<file path="src/rtl/igmt_pkg.sv">
// Shared constants for the multicast group membership table.
`default_nettype none
package igmt_pkg;
    localparam int CMD_W         = 3;
    localparam int ACT_W         = 3;
    localparam int ADDR_W        = 32;
    localparam int MARK_W        = 32;
    localparam int CFG_IDX_W     = 1;
    localparam int CFG_DATA_W    = 32;
    localparam int DEF_DEPTH     = 16;
    localparam int MAX_RESULTS   = 16;
    localparam int RES_CNT_W     = 5;

    localparam logic [CMD_W-1:0] CMD_REPORT = 3'd0;
    localparam logic [CMD_W-1:0] CMD_LEAVE  = 3'd1;
    localparam logic [CMD_W-1:0] CMD_LOOKUP = 3'd2;
    localparam logic [CMD_W-1:0] CMD_SWEEP  = 3'd3;
    localparam logic [CMD_W-1:0] CMD_FLUSH  = 3'd4;

    localparam logic [ACT_W-1:0] ACT_NONE    = 3'd0;
    localparam logic [ACT_W-1:0] ACT_REPORT  = 3'd1;
    localparam logic [ACT_W-1:0] ACT_LEAVE   = 3'd2;
    localparam logic [ACT_W-1:0] ACT_FORWARD = 3'd3;
    localparam logic [ACT_W-1:0] ACT_DROP    = 3'd4;

    localparam logic [CFG_IDX_W-1:0] REG_ENABLE    = 1'd0;
    localparam logic [CFG_IDX_W-1:0] REG_DOWN_FLAG = 1'd1;

    localparam logic [MARK_W-1:0] WLAN_MARK      = 32'h0001_0000;
    localparam logic [MARK_W-1:0] WLAN_NONE_MARK = 32'h1000_0000;
endpackage
`default_nettype wire

</file>
<file path="src/rtl/igmt_req_if.sv">
// Request channel: one command word per handshake.
`default_nettype none
interface igmt_req_if;
    logic                        valid;
    logic                        ready;
    logic [igmt_pkg::CMD_W-1:0]  command;
    logic [igmt_pkg::ADDR_W-1:0] group_addr;
    logic [igmt_pkg::MARK_W-1:0] port_mark;
    modport source (output valid, command, group_addr, port_mark, input ready);
    modport sink   (input valid, command, group_addr, port_mark, output ready);
endinterface
`default_nettype wire

</file>
<file path="src/rtl/igmt_rsp_if.sv">
// Response channel: one result word per handshake.
`default_nettype none
interface igmt_rsp_if;
    logic                        valid;
    logic                        ready;
    logic [igmt_pkg::ACT_W-1:0]  action;
    logic [igmt_pkg::ADDR_W-1:0] out_group;
    logic [igmt_pkg::MARK_W-1:0] forward_mark;
    logic                        last;
    modport source (output valid, action, out_group, forward_mark, last, input ready);
    modport sink   (input valid, action, out_group, forward_mark, last, output ready);
endinterface
`default_nettype wire

</file>
<file path="src/rtl/igmp_group_membership_table_core.sv">
// Top level of the multicast group membership table.
`default_nettype none
// Multicast group membership table. Group address and port mask of each slot
// live in a single-port-read, single-port-write table RAM (registered read
// data); slot used and reported bits sit in flops. Free slots come from a
// LIFO held in a second small RAM. One command word is handled at a time:
// report, leave and lookup walk the table RAM one slot per cycle (a report
// that inserts also reads the LIFO). Aging sweep and flush read and check
// each slot in turn and wait if the response side stalls. With the block
// disabled every word gives one drop. Results leave through an output
// register; at most 16 results per command, the last one flagged. No
// clearing pass after reset.
module igmp_group_membership_table_core
#(
    parameter int TABLE_DEPTH = igmt_pkg::DEF_DEPTH
) (
    input  wire logic                              clk,
    input  wire logic                              rst_n,
    input  wire logic                              cfg_we,
    input  wire logic [igmt_pkg::CFG_IDX_W-1:0]   cfg_index,
    input  wire logic [igmt_pkg::CFG_DATA_W-1:0]  cfg_wdata,
    igmt_req_if.sink                               req,
    igmt_rsp_if.source                             rsp
);
    import igmt_pkg::*;

    localparam int IW = $clog2(TABLE_DEPTH);
    localparam int CW = $clog2(TABLE_DEPTH + 1);
    localparam int EW = ADDR_W + MARK_W;
    localparam logic [CW-1:0] DEPTH_C = CW'(TABLE_DEPTH);
    localparam logic [IW:0]   IDX_END = (IW + 1)'(TABLE_DEPTH);
    localparam logic [IW-1:0] LAST_SLOT = IW'(TABLE_DEPTH - 1);
    localparam logic [RES_CNT_W-1:0] RES_MAX = RES_CNT_W'(MAX_RESULTS);

    typedef enum logic [2:0] {
        S_IDLE, S_SCAN, S_INS, S_SW_RD, S_SW_CHK, S_SW_END, S_EMIT
    } state_t;

    // config registers
    logic              enable_reg;
    logic [MARK_W-1:0] down_flag_reg;

    always_ff @(posedge clk or negedge rst_n)
    begin
        if (!rst_n)
        begin
            enable_reg    <= 1'b1;
            down_flag_reg <= '0;
        end
        else if (cfg_we)
        begin
            unique case (cfg_index)
                REG_ENABLE:    enable_reg    <= cfg_wdata[0];
                REG_DOWN_FLAG: down_flag_reg <= cfg_wdata[MARK_W-1:0];
                default:       ;
            endcase
        end
    end

    state_t state_reg, state_next;
    logic [CMD_W-1:0]     cmd_reg, cmd_next;
    logic [ADDR_W-1:0]    grp_reg, grp_next;
    logic [MARK_W-1:0]    mark_reg, mark_next;
    logic [IW:0]          idx_reg, idx_next;
    logic [TABLE_DEPTH-1:0] used_reg, used_next;
    logic [TABLE_DEPTH-1:0] rep_reg, rep_next;
    logic [TABLE_DEPTH-1:0] stk_wr_reg, stk_wr_next;
    logic [CW-1:0]        count_reg, count_next;
    logic                 pop_wr_reg, pop_wr_next;
    logic [IW-1:0]        pop_dflt_reg, pop_dflt_next;
    logic [RES_CNT_W-1:0] n_reg, n_next;
    logic                 pend_reg, pend_next;
    logic [ADDR_W-1:0]    pend_grp_reg, pend_grp_next;
    logic [ACT_W-1:0]     res_act_reg, res_act_next;
    logic [ADDR_W-1:0]    res_grp_reg, res_grp_next;
    logic [MARK_W-1:0]    res_mark_reg, res_mark_next;
    logic                 out_valid_reg, out_valid_next;
    logic [ACT_W-1:0]     out_act_reg, out_act_next;
    logic [ADDR_W-1:0]    out_grp_reg, out_grp_next;
    logic [MARK_W-1:0]    out_mark_reg, out_mark_next;
    logic                 out_last_reg, out_last_next;

    // table RAM and free-slot LIFO RAM
    logic [EW-1:0]   tbl_mem [TABLE_DEPTH];
    logic [EW-1:0]   q_reg;
    logic [IW-1:0]   q_slot_reg;
    logic            q_vld_reg;
    logic [IW-1:0]   stk_mem [TABLE_DEPTH];
    logic [IW-1:0]   stk_q_reg;

    logic            mem_re, mem_we, stk_re, stk_we;
    logic [IW-1:0]   mem_raddr, mem_waddr, stk_raddr, stk_waddr;
    logic [EW-1:0]   mem_wdata;
    logic [IW-1:0]   stk_wdata;

    always_ff @(posedge clk)
    begin
        if (mem_we)
            tbl_mem[mem_waddr] <= mem_wdata;
        if (mem_re)
        begin
            q_reg      <= tbl_mem[mem_raddr];
            q_slot_reg <= mem_raddr;
        end
        if (stk_we)
            stk_mem[stk_waddr] <= stk_wdata;
        if (stk_re)
            stk_q_reg <= stk_mem[stk_raddr];
    end

    always_ff @(posedge clk or negedge rst_n)
    begin
        if (!rst_n)
            q_vld_reg <= 1'b0;
        else
            q_vld_reg <= mem_re;
    end

    logic [ADDR_W-1:0] q_grp;
    logic [MARK_W-1:0] q_mask, leave_mask;
    logic              q_used, q_rep, match, out_free, sw_hit;
    logic [CW-1:0]     pop_sp;
    logic [IW-1:0]     ins_slot;

    assign q_grp   = q_reg[EW-1:MARK_W];
    assign q_mask  = q_reg[MARK_W-1:0];
    assign q_used  = used_reg[q_slot_reg];
    assign q_rep   = rep_reg[q_slot_reg];
    assign match   = q_vld_reg && q_used && (q_grp == grp_reg);
    assign out_free = !out_valid_reg || rsp.ready;
    assign pop_sp  = DEPTH_C - count_reg - CW'(1);
    assign ins_slot = pop_wr_reg ? stk_q_reg : pop_dflt_reg;
    assign sw_hit  = q_used && ((cmd_reg == CMD_FLUSH) || !q_rep);

    // leave: WLAN join mark is ignored, WLAN-none mark drops both WLAN bits
    always_comb
    begin
        if (mark_reg == WLAN_MARK)
            leave_mask = q_mask;
        else if (mark_reg == WLAN_NONE_MARK)
            leave_mask = q_mask & ~(WLAN_MARK | WLAN_NONE_MARK);
        else
            leave_mask = q_mask & ~mark_reg;
    end

    assign req.ready = (state_reg == S_IDLE);

    always_comb
    begin
        logic [CW-1:0] push_sp;
        logic          do_free;
        push_sp = DEPTH_C - count_reg;
        do_free = 1'b0;

        state_next    = state_reg;
        cmd_next      = cmd_reg;
        grp_next      = grp_reg;
        mark_next     = mark_reg;
        idx_next      = idx_reg;
        used_next     = used_reg;
        rep_next      = rep_reg;
        stk_wr_next   = stk_wr_reg;
        count_next    = count_reg;
        pop_wr_next   = pop_wr_reg;
        pop_dflt_next = pop_dflt_reg;
        n_next        = n_reg;
        pend_next     = pend_reg;
        pend_grp_next = pend_grp_reg;
        res_act_next  = res_act_reg;
        res_grp_next  = res_grp_reg;
        res_mark_next = res_mark_reg;
        out_valid_next = out_valid_reg && !rsp.ready;
        out_act_next  = out_act_reg;
        out_grp_next  = out_grp_reg;
        out_mark_next = out_mark_reg;
        out_last_next = out_last_reg;

        mem_re    = 1'b0;
        mem_raddr = idx_reg[IW-1:0];
        mem_we    = 1'b0;
        mem_waddr = q_slot_reg;
        mem_wdata = q_reg;
        stk_re    = 1'b0;
        stk_raddr = pop_sp[IW-1:0];
        stk_we    = 1'b0;
        stk_waddr = push_sp[IW-1:0];
        stk_wdata = q_slot_reg;

        unique case (state_reg)
            S_IDLE:
            begin
                if (req.valid)
                begin
                    cmd_next     = req.command;
                    grp_next     = req.group_addr;
                    mark_next    = req.port_mark;
                    idx_next     = '0;
                    n_next       = '0;
                    pend_next    = 1'b0;
                    res_grp_next = req.group_addr;
                    res_mark_next = '0;
                    res_act_next = ACT_NONE;
                    if (!enable_reg)
                    begin
                        res_act_next = ACT_DROP;
                        state_next   = S_EMIT;
                    end
                    else
                    begin
                        case (req.command) inside
                            CMD_REPORT:
                                state_next = (req.group_addr == '0) ? S_EMIT : S_SCAN;
                            CMD_LEAVE, CMD_LOOKUP:
                                state_next = S_SCAN;
                            CMD_SWEEP, CMD_FLUSH:
                                state_next = S_SW_RD;
                            default:
                                state_next = S_EMIT;
                        endcase
                    end
                end
            end

            S_SCAN:
            begin
                if (idx_reg < IDX_END)
                begin
                    mem_re   = 1'b1;
                    idx_next = idx_reg + (IW + 1)'(1);
                end
                if (match)
                begin
                    state_next = S_EMIT;
                    case (cmd_reg)
                        CMD_REPORT:
                        begin
                            mem_we    = 1'b1;
                            mem_wdata = {q_grp, q_mask | mark_reg};
                            rep_next[q_slot_reg] = 1'b1;
                            res_act_next = ACT_NONE;
                        end
                        CMD_LEAVE:
                        begin
                            if (leave_mask == '0)
                            begin
                                do_free      = 1'b1;
                                res_act_next = ACT_LEAVE;
                            end
                            else
                            begin
                                mem_we    = 1'b1;
                                mem_wdata = {q_grp, leave_mask};
                                res_act_next = ACT_NONE;
                            end
                        end
                        default:
                        begin
                            res_act_next  = ACT_FORWARD;
                            res_mark_next = q_mask | down_flag_reg;
                        end
                    endcase
                end
                else if (q_vld_reg && (q_slot_reg == LAST_SLOT))
                begin
                    // walked the whole table without a hit
                    state_next = S_EMIT;
                    case (cmd_reg)
                        CMD_REPORT:
                        begin
                            res_act_next = ACT_NONE;
                            if (count_reg != DEPTH_C)
                            begin
                                stk_re        = 1'b1;
                                pop_wr_next   = stk_wr_reg[pop_sp[IW-1:0]];
                                pop_dflt_next = count_reg[IW-1:0];
                                state_next    = S_INS;
                            end
                        end
                        CMD_LEAVE: res_act_next = ACT_NONE;
                        default:   res_act_next = ACT_DROP;
                    endcase
                end
            end

            S_INS:
            begin
                mem_we    = 1'b1;
                mem_waddr = ins_slot;
                mem_wdata = {grp_reg, mark_reg};
                used_next[ins_slot] = 1'b1;
                rep_next[ins_slot]  = 1'b1;
                count_next   = count_reg + CW'(1);
                res_act_next = ACT_REPORT;
                state_next   = S_EMIT;
            end

            S_SW_RD:
            begin
                mem_re     = 1'b1;
                idx_next   = idx_reg + (IW + 1)'(1);
                state_next = S_SW_CHK;
            end

            S_SW_CHK:
            begin
                logic advance;
                advance = 1'b1;
                if (sw_hit)
                begin
                    if (n_reg == RES_MAX)
                        do_free = 1'b1;
                    else if (pend_reg)
                    begin
                        if (out_free)
                        begin
                            out_valid_next = 1'b1;
                            out_act_next   = ACT_LEAVE;
                            out_grp_next   = pend_grp_reg;
                            out_mark_next  = '0;
                            out_last_next  = 1'b0;
                            pend_grp_next  = q_grp;
                            n_next         = n_reg + RES_CNT_W'(1);
                            do_free        = 1'b1;
                        end
                        else
                            advance = 1'b0;
                    end
                    else
                    begin
                        pend_next     = 1'b1;
                        pend_grp_next = q_grp;
                        n_next        = n_reg + RES_CNT_W'(1);
                        do_free       = 1'b1;
                    end
                end
                if (advance)
                    state_next = (q_slot_reg == LAST_SLOT) ? S_SW_END : S_SW_RD;
            end

            S_SW_END:
            begin
                rep_next      = '0;
                res_act_next  = pend_reg ? ACT_LEAVE : ACT_NONE;
                res_grp_next  = pend_reg ? pend_grp_reg : '0;
                res_mark_next = '0;
                state_next    = S_EMIT;
            end

            S_EMIT:
            begin
                if (out_free)
                begin
                    out_valid_next = 1'b1;
                    out_act_next   = res_act_reg;
                    out_grp_next   = res_grp_reg;
                    out_mark_next  = res_mark_reg;
                    out_last_next  = 1'b1;
                    state_next     = S_IDLE;
                end
            end

            default: state_next = S_IDLE;
        endcase

        // release a slot: clear its bits and push it back on the LIFO
        if (do_free)
        begin
            used_next[q_slot_reg]  = 1'b0;
            rep_next[q_slot_reg]   = 1'b0;
            stk_we                 = 1'b1;
            stk_wr_next[push_sp[IW-1:0]] = 1'b1;
            count_next             = count_reg - CW'(1);
        end
    end

    always_ff @(posedge clk or negedge rst_n)
    begin
        if (!rst_n)
        begin
            state_reg     <= S_IDLE;
            used_reg      <= '0;
            rep_reg       <= '0;
            stk_wr_reg    <= '0;
            count_reg     <= '0;
            idx_reg       <= '0;
            n_reg         <= '0;
            pend_reg      <= 1'b0;
            out_valid_reg <= 1'b0;
        end
        else
        begin
            state_reg     <= state_next;
            used_reg      <= used_next;
            rep_reg       <= rep_next;
            stk_wr_reg    <= stk_wr_next;
            count_reg     <= count_next;
            idx_reg       <= idx_next;
            n_reg         <= n_next;
            pend_reg      <= pend_next;
            out_valid_reg <= out_valid_next;
        end
    end

    always_ff @(posedge clk)
    begin
        cmd_reg      <= cmd_next;
        grp_reg      <= grp_next;
        mark_reg     <= mark_next;
        pop_wr_reg   <= pop_wr_next;
        pop_dflt_reg <= pop_dflt_next;
        pend_grp_reg <= pend_grp_next;
        res_act_reg  <= res_act_next;
        res_grp_reg  <= res_grp_next;
        res_mark_reg <= res_mark_next;
        out_act_reg  <= out_act_next;
        out_grp_reg  <= out_grp_next;
        out_mark_reg <= out_mark_next;
        out_last_reg <= out_last_next;
    end

    assign rsp.valid        = out_valid_reg;
    assign rsp.action       = out_act_reg;
    assign rsp.out_group    = out_grp_reg;
    assign rsp.forward_mark = out_mark_reg;
    assign rsp.last         = out_last_reg;
endmodule
`default_nettype wire
</file>
<file path="src/flat_wrapper.sv">
// flat-port wrapper written by rule: the top's interface ports become plain ports
module igmp_group_membership_table_core_flat import igmt_pkg::*;
#(
    parameter int TABLE_DEPTH = igmt_pkg::DEF_DEPTH
)
  (clk, rst_n, cfg_we, cfg_index, cfg_wdata, req_valid, req_command, req_group_addr, req_port_mark, req_ready, rsp_valid, rsp_action, rsp_out_group, rsp_forward_mark, rsp_last, rsp_ready);
  igmt_req_if req_i ();
  igmt_rsp_if rsp_i ();
  input  wire logic clk;
  input  wire logic rst_n;
  input  wire logic cfg_we;
  input  wire logic [igmt_pkg::CFG_IDX_W-1:0] cfg_index;
  input  wire logic [igmt_pkg::CFG_DATA_W-1:0] cfg_wdata;
  input wire logic [$bits(req_i.valid)-1:0] req_valid;
  input wire logic [$bits(req_i.command)-1:0] req_command;
  input wire logic [$bits(req_i.group_addr)-1:0] req_group_addr;
  input wire logic [$bits(req_i.port_mark)-1:0] req_port_mark;
  output wire logic [$bits(req_i.ready)-1:0] req_ready;
  output wire logic [$bits(rsp_i.valid)-1:0] rsp_valid;
  output wire logic [$bits(rsp_i.action)-1:0] rsp_action;
  output wire logic [$bits(rsp_i.out_group)-1:0] rsp_out_group;
  output wire logic [$bits(rsp_i.forward_mark)-1:0] rsp_forward_mark;
  output wire logic [$bits(rsp_i.last)-1:0] rsp_last;
  input wire logic [$bits(rsp_i.ready)-1:0] rsp_ready;
  assign req_i.valid = req_valid;
  assign req_i.command = req_command;
  assign req_i.group_addr = req_group_addr;
  assign req_i.port_mark = req_port_mark;
  assign req_ready = req_i.ready;
  assign rsp_valid = rsp_i.valid;
  assign rsp_action = rsp_i.action;
  assign rsp_out_group = rsp_i.out_group;
  assign rsp_forward_mark = rsp_i.forward_mark;
  assign rsp_last = rsp_i.last;
  assign rsp_i.ready = rsp_ready;
  igmp_group_membership_table_core #(.TABLE_DEPTH(TABLE_DEPTH)) u_core (.clk(clk), .rst_n(rst_n), .cfg_we(cfg_we), .cfg_index(cfg_index), .cfg_wdata(cfg_wdata), .req(req_i), .rsp(rsp_i));
endmodule
</file>
<file path="config.mk">
export PLATFORM = sky130hd
export DESIGN_NAME = igmp_group_membership_table_core_flat
export DESIGN_NICKNAME = d
export VERILOG_FILES = /design/src/rtl/igmt_pkg.sv /design/src/rtl/igmt_req_if.sv /design/src/rtl/igmt_rsp_if.sv /design/src/rtl/igmp_group_membership_table_core.sv /design/src/flat_wrapper.sv
export SDC_FILE = /design/constraint.sdc
export NUM_CORES = 2
export LEC_CHECK = 0
export BUFFER_PORTS_ARGS = -buffer_cell sky130_fd_sc_hd__buf_2
export CAP_MARGIN = 10
export CORE_ASPECT_RATIO = 1.25
export CORE_UTILIZATION = 64
export CTS_BUF_LIST = sky130_fd_sc_hd__clkbuf_8
export CTS_CLUSTER_DIAMETER = 60
export CTS_CLUSTER_SIZE = 24
export DETAILED_ROUTE_END_ITERATION = 8
export PLACE_DENSITY = 0.81
export SLEW_MARGIN = 20
export SYNTH_ARGS = -nofsm -noshare
export SYNTH_HDL_FRONTEND = slang
export SYNTH_SLANG_ARGS = --single-unit
</file>
<file path="constraint.sdc">
create_clock -name clk -period 9.6 [get_ports clk]
set_input_delay 1.92 -clock clk [delete_from_list [all_inputs] [get_ports clk]]
set_output_delay 1.92 -clock clk [all_outputs]
set_load 0.05 [all_outputs]
</file>
---- Word level (Yosys, flattened, before mapping) ----
Memories as Yosys holds them, arrays and structs flattened. A register that Yosys moved wholly into a read port is not among the register bits.
Cells that the tools add are included.
cells by class
  add/subtract/negate cells ............... 6
  magnitude comparators ................... 8
  eq/ne operators ......................... 31
  mux-type cells .......................... 127
  bitwise operators ....................... 14
  reductions and logical operators ........ 42
operator list
  kind                    number
  $mux W32                21
  $pmux W32 S2            4
  $pmux W64 S2            1
  $pmux W32 S3            1
  $mux W16                5
  $mux W3                 23
  $logic_not A32 Y1       2
  $or A16 B16 Y16         4
  $or A32 B32 Y32         2
  $pmux W16 S3            1
  $mux W1                 40
  $mux W5                 8
  $and A16 B16 Y16        2
  $and A32 B32 Y32        1
  $eq A32 B17 Y1 const B  1
  $eq A32 B29 Y1 const B  1
  $eq A32 B32 Y1          1
  $not A32 Y32            1
  $lt A4 B5 Y1 const B    4
  $pmux W3 S6             1
  $not A16 Y16            1
  $reduce_and A4 Y1       4
  $add A5 B1 Y5 const B   3
  $eq A3 B3 Y1 const B    5
  36 further kinds        91
word-level totals
  bits in registers ....................... 345
  bits in writable memories ............... 1088
  output and inout port bits .............. 70
  word-level logic and storage cells ...... 256
  memories ................................ 2
memories
  name            words  width  rd ports  clocked after memory_dff  write ports  RTL line                                text
  u_core.tbl_mem  16     64     1         1                         1            igmp_group_membership_table_core.sv:84  logic [EW-1:0] tbl_mem [TABLE_DEPTH];
  u_core.stk_mem  16     4      1         1                         1            igmp_group_membership_table_core.sv:88  logic [IW-1:0] stk_mem [TABLE_DEPTH];

---- Depth between registers and ports, before layout ----
  word-level depth ........................ 12
  gate-level depth with buffers ........... 15
  mapped depth without buffers ............ 13

---- Worst setup path before layout ----
No wires, ideal clock.
  kind .................................... reg2reg
  start ................................... register u_core.q_slot_reg[2]
  end ..................................... memory u_core.tbl_mem[0][0] in the netlist's numbering (enable)
  setup time .............................. 0.565 ns
  data arrival time ....................... 6.611 ns
  required time ........................... 9.035 ns
  slack ................................... 2.424 ns
  stages on the path, launching flop included .. 11
  buffers on the path ..................... 3
  clock period less this slack ............ 7.176 ns
  path through ............................ edfxtp_1 clkbuf_1 nor2b_1 a22oi_1 and3_2 and4b_1 buf_4 and2_1 a21oi_2 buf_4 nor3_1
on the way
  longest elaborated chain between the ends .. 8
  elaborated cells between the ends (all ways) .. 9
  classes of those cells .................. mux (7); reduce/logical (2)
RTL lines
  what                               RTL line                                 text
  from (decl)                        igmp_group_membership_table_core.sv:86   logic [IW-1:0] q_slot_reg;
  from (signal assigned)             igmp_group_membership_table_core.sv:103  q_slot_reg <= mem_raddr;
  $bmux W1 S4                        igmp_group_membership_table_core.sv:127  assign q_used = used_reg[q_slot_reg];
  $mux W1 (not written as such)      igmp_group_membership_table_core.sv:127
  $logic_and A1 B1 Y1 (2 in series)  igmp_group_membership_table_core.sv:129  assign match = q_vld_reg && q_used && (q_grp == grp_reg);
  $mux W1                            igmp_group_membership_table_core.sv:231  if (match)
  $pmux W1 S2                        igmp_group_membership_table_core.sv:189  unique case (state_reg)
  $mux W1                            igmp_group_membership_table_core.sv:98   if (mem_we)
  $mux W1 (not written as such)      igmp_group_membership_table_core.sv:99   tbl_mem[mem_waddr] <= mem_wdata;
  to (decl)                          igmp_group_membership_table_core.sv:84
Parallel ways exist; a longest one is shown, timed or not. The select of a mux whose other input is x is not followed.

---- Worst setup path in the final report ----
  start ................................... register u_core.q_reg[58], read port of u_core.tbl_mem
  end ..................................... memory u_core.tbl_mem[13][23] in the netlist's numbering (enable)
on the way
  longest elaborated chain between the ends .. 6
RTL lines
  what                           RTL line                                 text
  from (decl)                    igmp_group_membership_table_core.sv:85   logic [EW-1:0] q_reg;
  $eq A32 B32 Y1                 igmp_group_membership_table_core.sv:129
  $logic_and A1 B1 Y1            igmp_group_membership_table_core.sv:129
  $mux W1                        igmp_group_membership_table_core.sv:231
  $pmux W1 S2                    igmp_group_membership_table_core.sv:189
  $mux W1                        igmp_group_membership_table_core.sv:98
  $mux W1 (not written as such)  igmp_group_membership_table_core.sv:99
Every way passes these cells.

==> flow_summary.yaml <==
sta:
  setup_tns_ns: 0
  rsz0062_at_grt: "false"
  min_period_over_period_pct: 49.2
  setup_violations: 0
  timing.fmax_mhz: 212
  slew_viol_final: 0
  worst_pin_slew_ns: 1.16
  fin_skew_ns: 0.0546
  fin_crit_ns: 4.72
  hold_viol_final: 0
  worst_slack_ns: 4.88
  slew_headroom_pct: 22.2
global_routing:
  grt_overflow: 0
  grt_pass1_wl_mm: 202
  met1_usage_pct: 42.2
  grt_max_degree: 83
  grt_use_met3_pct: 5.08
  grt_pass1_vias: 30500
  antenna_found_initial: 5
  grt_most_used_layer: "met2"
  grt_use_met2_pct: 48.9
  grt_usage_pct: 30.2
critical_path:
  endpoint_kind: "flip-flop"
  worstPathMaxFanout: 43
  required_ns: 9.99
  r2r-start: "u_core.q_reg[58]"
  startpoint: "u_core.q_reg[58]"
  arrival_ns: 5.12
  critPathKind: "reg2reg"
  worstSetupStartpointType: "flip-flop"
synthesis:
  synth_cells: 3010
  syn_nets: 3127
  synth.cell_area_um2: 58900
  synth_cell_type_count: 72
  ys_seq_elements: 1501
  yosysSeqAreaShare_pct: 75.6
  ys.flop_type: "edfxtp_1"
  synth-edff-count: 1399
  syn_avg_cell_area_um2: 19.6
  synthArstFlopShare_pct: 6.80
  ys_warn_count: 0
clock_tree:
  postCtsHoldBufs: 0
  cts_tree: "done"
  clk_pin_slew_ns: 0.13
  clkSinkCount: 1501
  post-cts-setup-buffer-count: 0
  root_buffer: "clkbuf_8"
  cts_resized: 0
  htreeDepth: 3
  numCtsBuffers: 81
  clockBufferDepth: 3
  insertion_delay_ns: 0.79
routing:
  drt.antenna.violating_nets: 0
  vias: 30800
  drcViolationCount: 2
  post_drt_wl_per_cell_um: 31.2
  vias_per_cell: 6.93
  drt-total-wl_mm: 139
  drt_iter0_markers: 4598
  drt_pass1_iterations: 8
placement:
  dpl_worst_slack_ns: 4.49
  finalWeightedCongestion: 0.847
  portBuffers: 174
  post-dp-hpwl_mm: 82.0
layout:
  fill_cells: 5328
  area_growth_syn_to_layout_pct: 7.01
  layout.nets: 3312
  largest_reg_flops: 1024
  drive_gt1_share_pct: 25.8
  multi_input_area_um2: 13900
  regArea_um2: 44600
worst_hold_path:
  hp-class: "reg2reg"
  min-delay-start: "u_core.q_reg[53]"
floorplanning:
  start_util_pct: 64.5
  chipWidth_um: 273
  core_area_um2: 91400
  die_h_um: 341
  ioPinCount: 175
  rows: 124
  die_area_um2: 93300
power_and_ir_drop:
  clockPowerShare_pct: 28.6
  cellPowerDensity_nw_per_um2: 159
  p_seq_share_pct: 70.4
  power_frac_comb_pct: 0.9
  switching_power_mw: 2.03
  power.leakage_nw: 18.0
  internal_power_mw: 8.02
  p_sw_share_pct: 20.2
  vdd_drop_max_mv: 0.142
outcome:
  violations: "design-rule violations"
  outcome: "finished, violations left"
run:
  drv_cap: 0
==> area by class of cell <==
class                      count  share of cell area, %
timing repair buffer         250                   2.36
clock inverter                55                  0.708
inverter                      17                  0.111
clock buffer                  82                   1.79
tap                         1197                   2.37
sequential                  1501                   70.7
antenna                        2                0.00794
multi-input combinational   1344                   22.0
==> power groups by stage <==
| stage | Sequential [mW] | Clock, mW | Combinational (mW) |
|---|---|---|---|
| finish | 7.08 | 2.88 | 0.0939 |
| global route | 7.08 | 3.11 | 0.101 |
| CTS | 7.08 | 2.91 | 0.0945 |
| detailed placement | 7.23 | 0 | 0.0939 |
| global placement | 7.23 | 0 | 0.0891 |
| floorplan | 7.22 | 0 | 0.0356 |
==> final timing paths <==
path,slack [ns],endpoint,cells past startpoint
setup / recovery,4.88,u_core.tbl_mem[13][23],9
hold / removal,0.48,u_core.pend_grp_reg[21],0
setup reg to reg,4.88,u_core.tbl_mem[13][23],9
hold reg to reg,0.48,u_core.pend_grp_reg[21],0
max in group asynchronous,6.95,u_core.used_reg[4],2
min in group asynchronous,1.17,u_core.n_reg[2],1
==> through the flow <==
step	cells	utilization [%]	hold WS (ns)	total power [mW]	area [um^2]
floorplan	3010	-	0.438	7.26	58900
global placement	4299	67.1	0.455	7.32	61400
detailed placement	4299	67.1	0.460	7.32	61400
CTS	4436	68.9	0.484	10.1	62900
global route	4447	69.0	0.495	10.3	63100
finish	4448	69.0	0.480	10.0	63100
==> layer usage <==
layer  wire, um  vias to the layer above
met5         23                        -
met4       4610                        4
met3      14000                      284
met2      69600                     2032
met1      50600                    16100
li1           -                    12400
==> worst max-delay path, cell delays in order (launching register included) <==
cell and delay (ns):
edfxtp_1 0.44, xnor2_1 0.43, nand4_1 0.26, nor4_1 0.70, and4b_1 0.48, and2_1 0.22
a21oi_2 0.26, nor3_2 0.25, buf_4 0.40, buf_4 0.79
==> placed cells by master, fill, tap and decap left out, types with 28 or more instances in the layout <==
master / count
edfxtp_1: 1399
mux4_2: 351
nand2_1: 296
buf_2: 173
nor2_1: 124
dfrtp_1: 97
clkbuf_8: 82
buf_4: 68
mux2_2: 67
o21ai_0: 48
a21oi_1: 47
nor2b_1: 40
and2_1: 39
xnor2_1: 34
o211ai_1: 31
inv_1: 30
nor4_1: 28
==> kinds of logic after synthesis <==
kind of cell    Yosys count  share of synthesized area (%)
compound gates          231                           2.57
xor+xnor                 45                          0.669
fa+ha+maj                12                          0.268
buf+inv                 165                           1.11
flops                  1501                           75.6
mux                     426                           14.8
simple gates            630                           4.94
==> synthesized netlist by cell type, types with 3 or more instances <==
cell type  instances  share of area [%]
xor2_1            11               0.16
o21ai_0           49               0.42
nand3b_1           3              0.038
mux4_2           351                 13
nor2_1           127               0.81
ha_1              11               0.23
buf_2              7              0.059
o211ai_1          31               0.39
nand4_1           16               0.17
inv_1             16               0.10
buf_1             40               0.25
nand3_1            9              0.076
nand2_1          298                1.9
nor3_1            26               0.22
and2_1            39               0.41
buf_4              3              0.038
mux2i_1            8               0.14
a31o_2             3              0.045
nor2b_1           40               0.42
a22oi_1           24               0.31
a21oi_1           48               0.41
nor3b_1            5              0.064
clkbuf_1          97               0.62
a31oi_1           11               0.12
nand4b_1           3              0.045
dfrtp_1          101                4.3
nand2b_1           9              0.096
a22o_1             5              0.074
a21o_1             5              0.064
o21bai_1          17               0.22
xnor2_1           34               0.51
nor4_1            28               0.30
edfxtp_1        1399                 71
and3_1             6              0.064
mux2_2            67                1.3
o2111ai_1         13               0.19
o22ai_1            5              0.053
(Power assumes the default switching activity.)
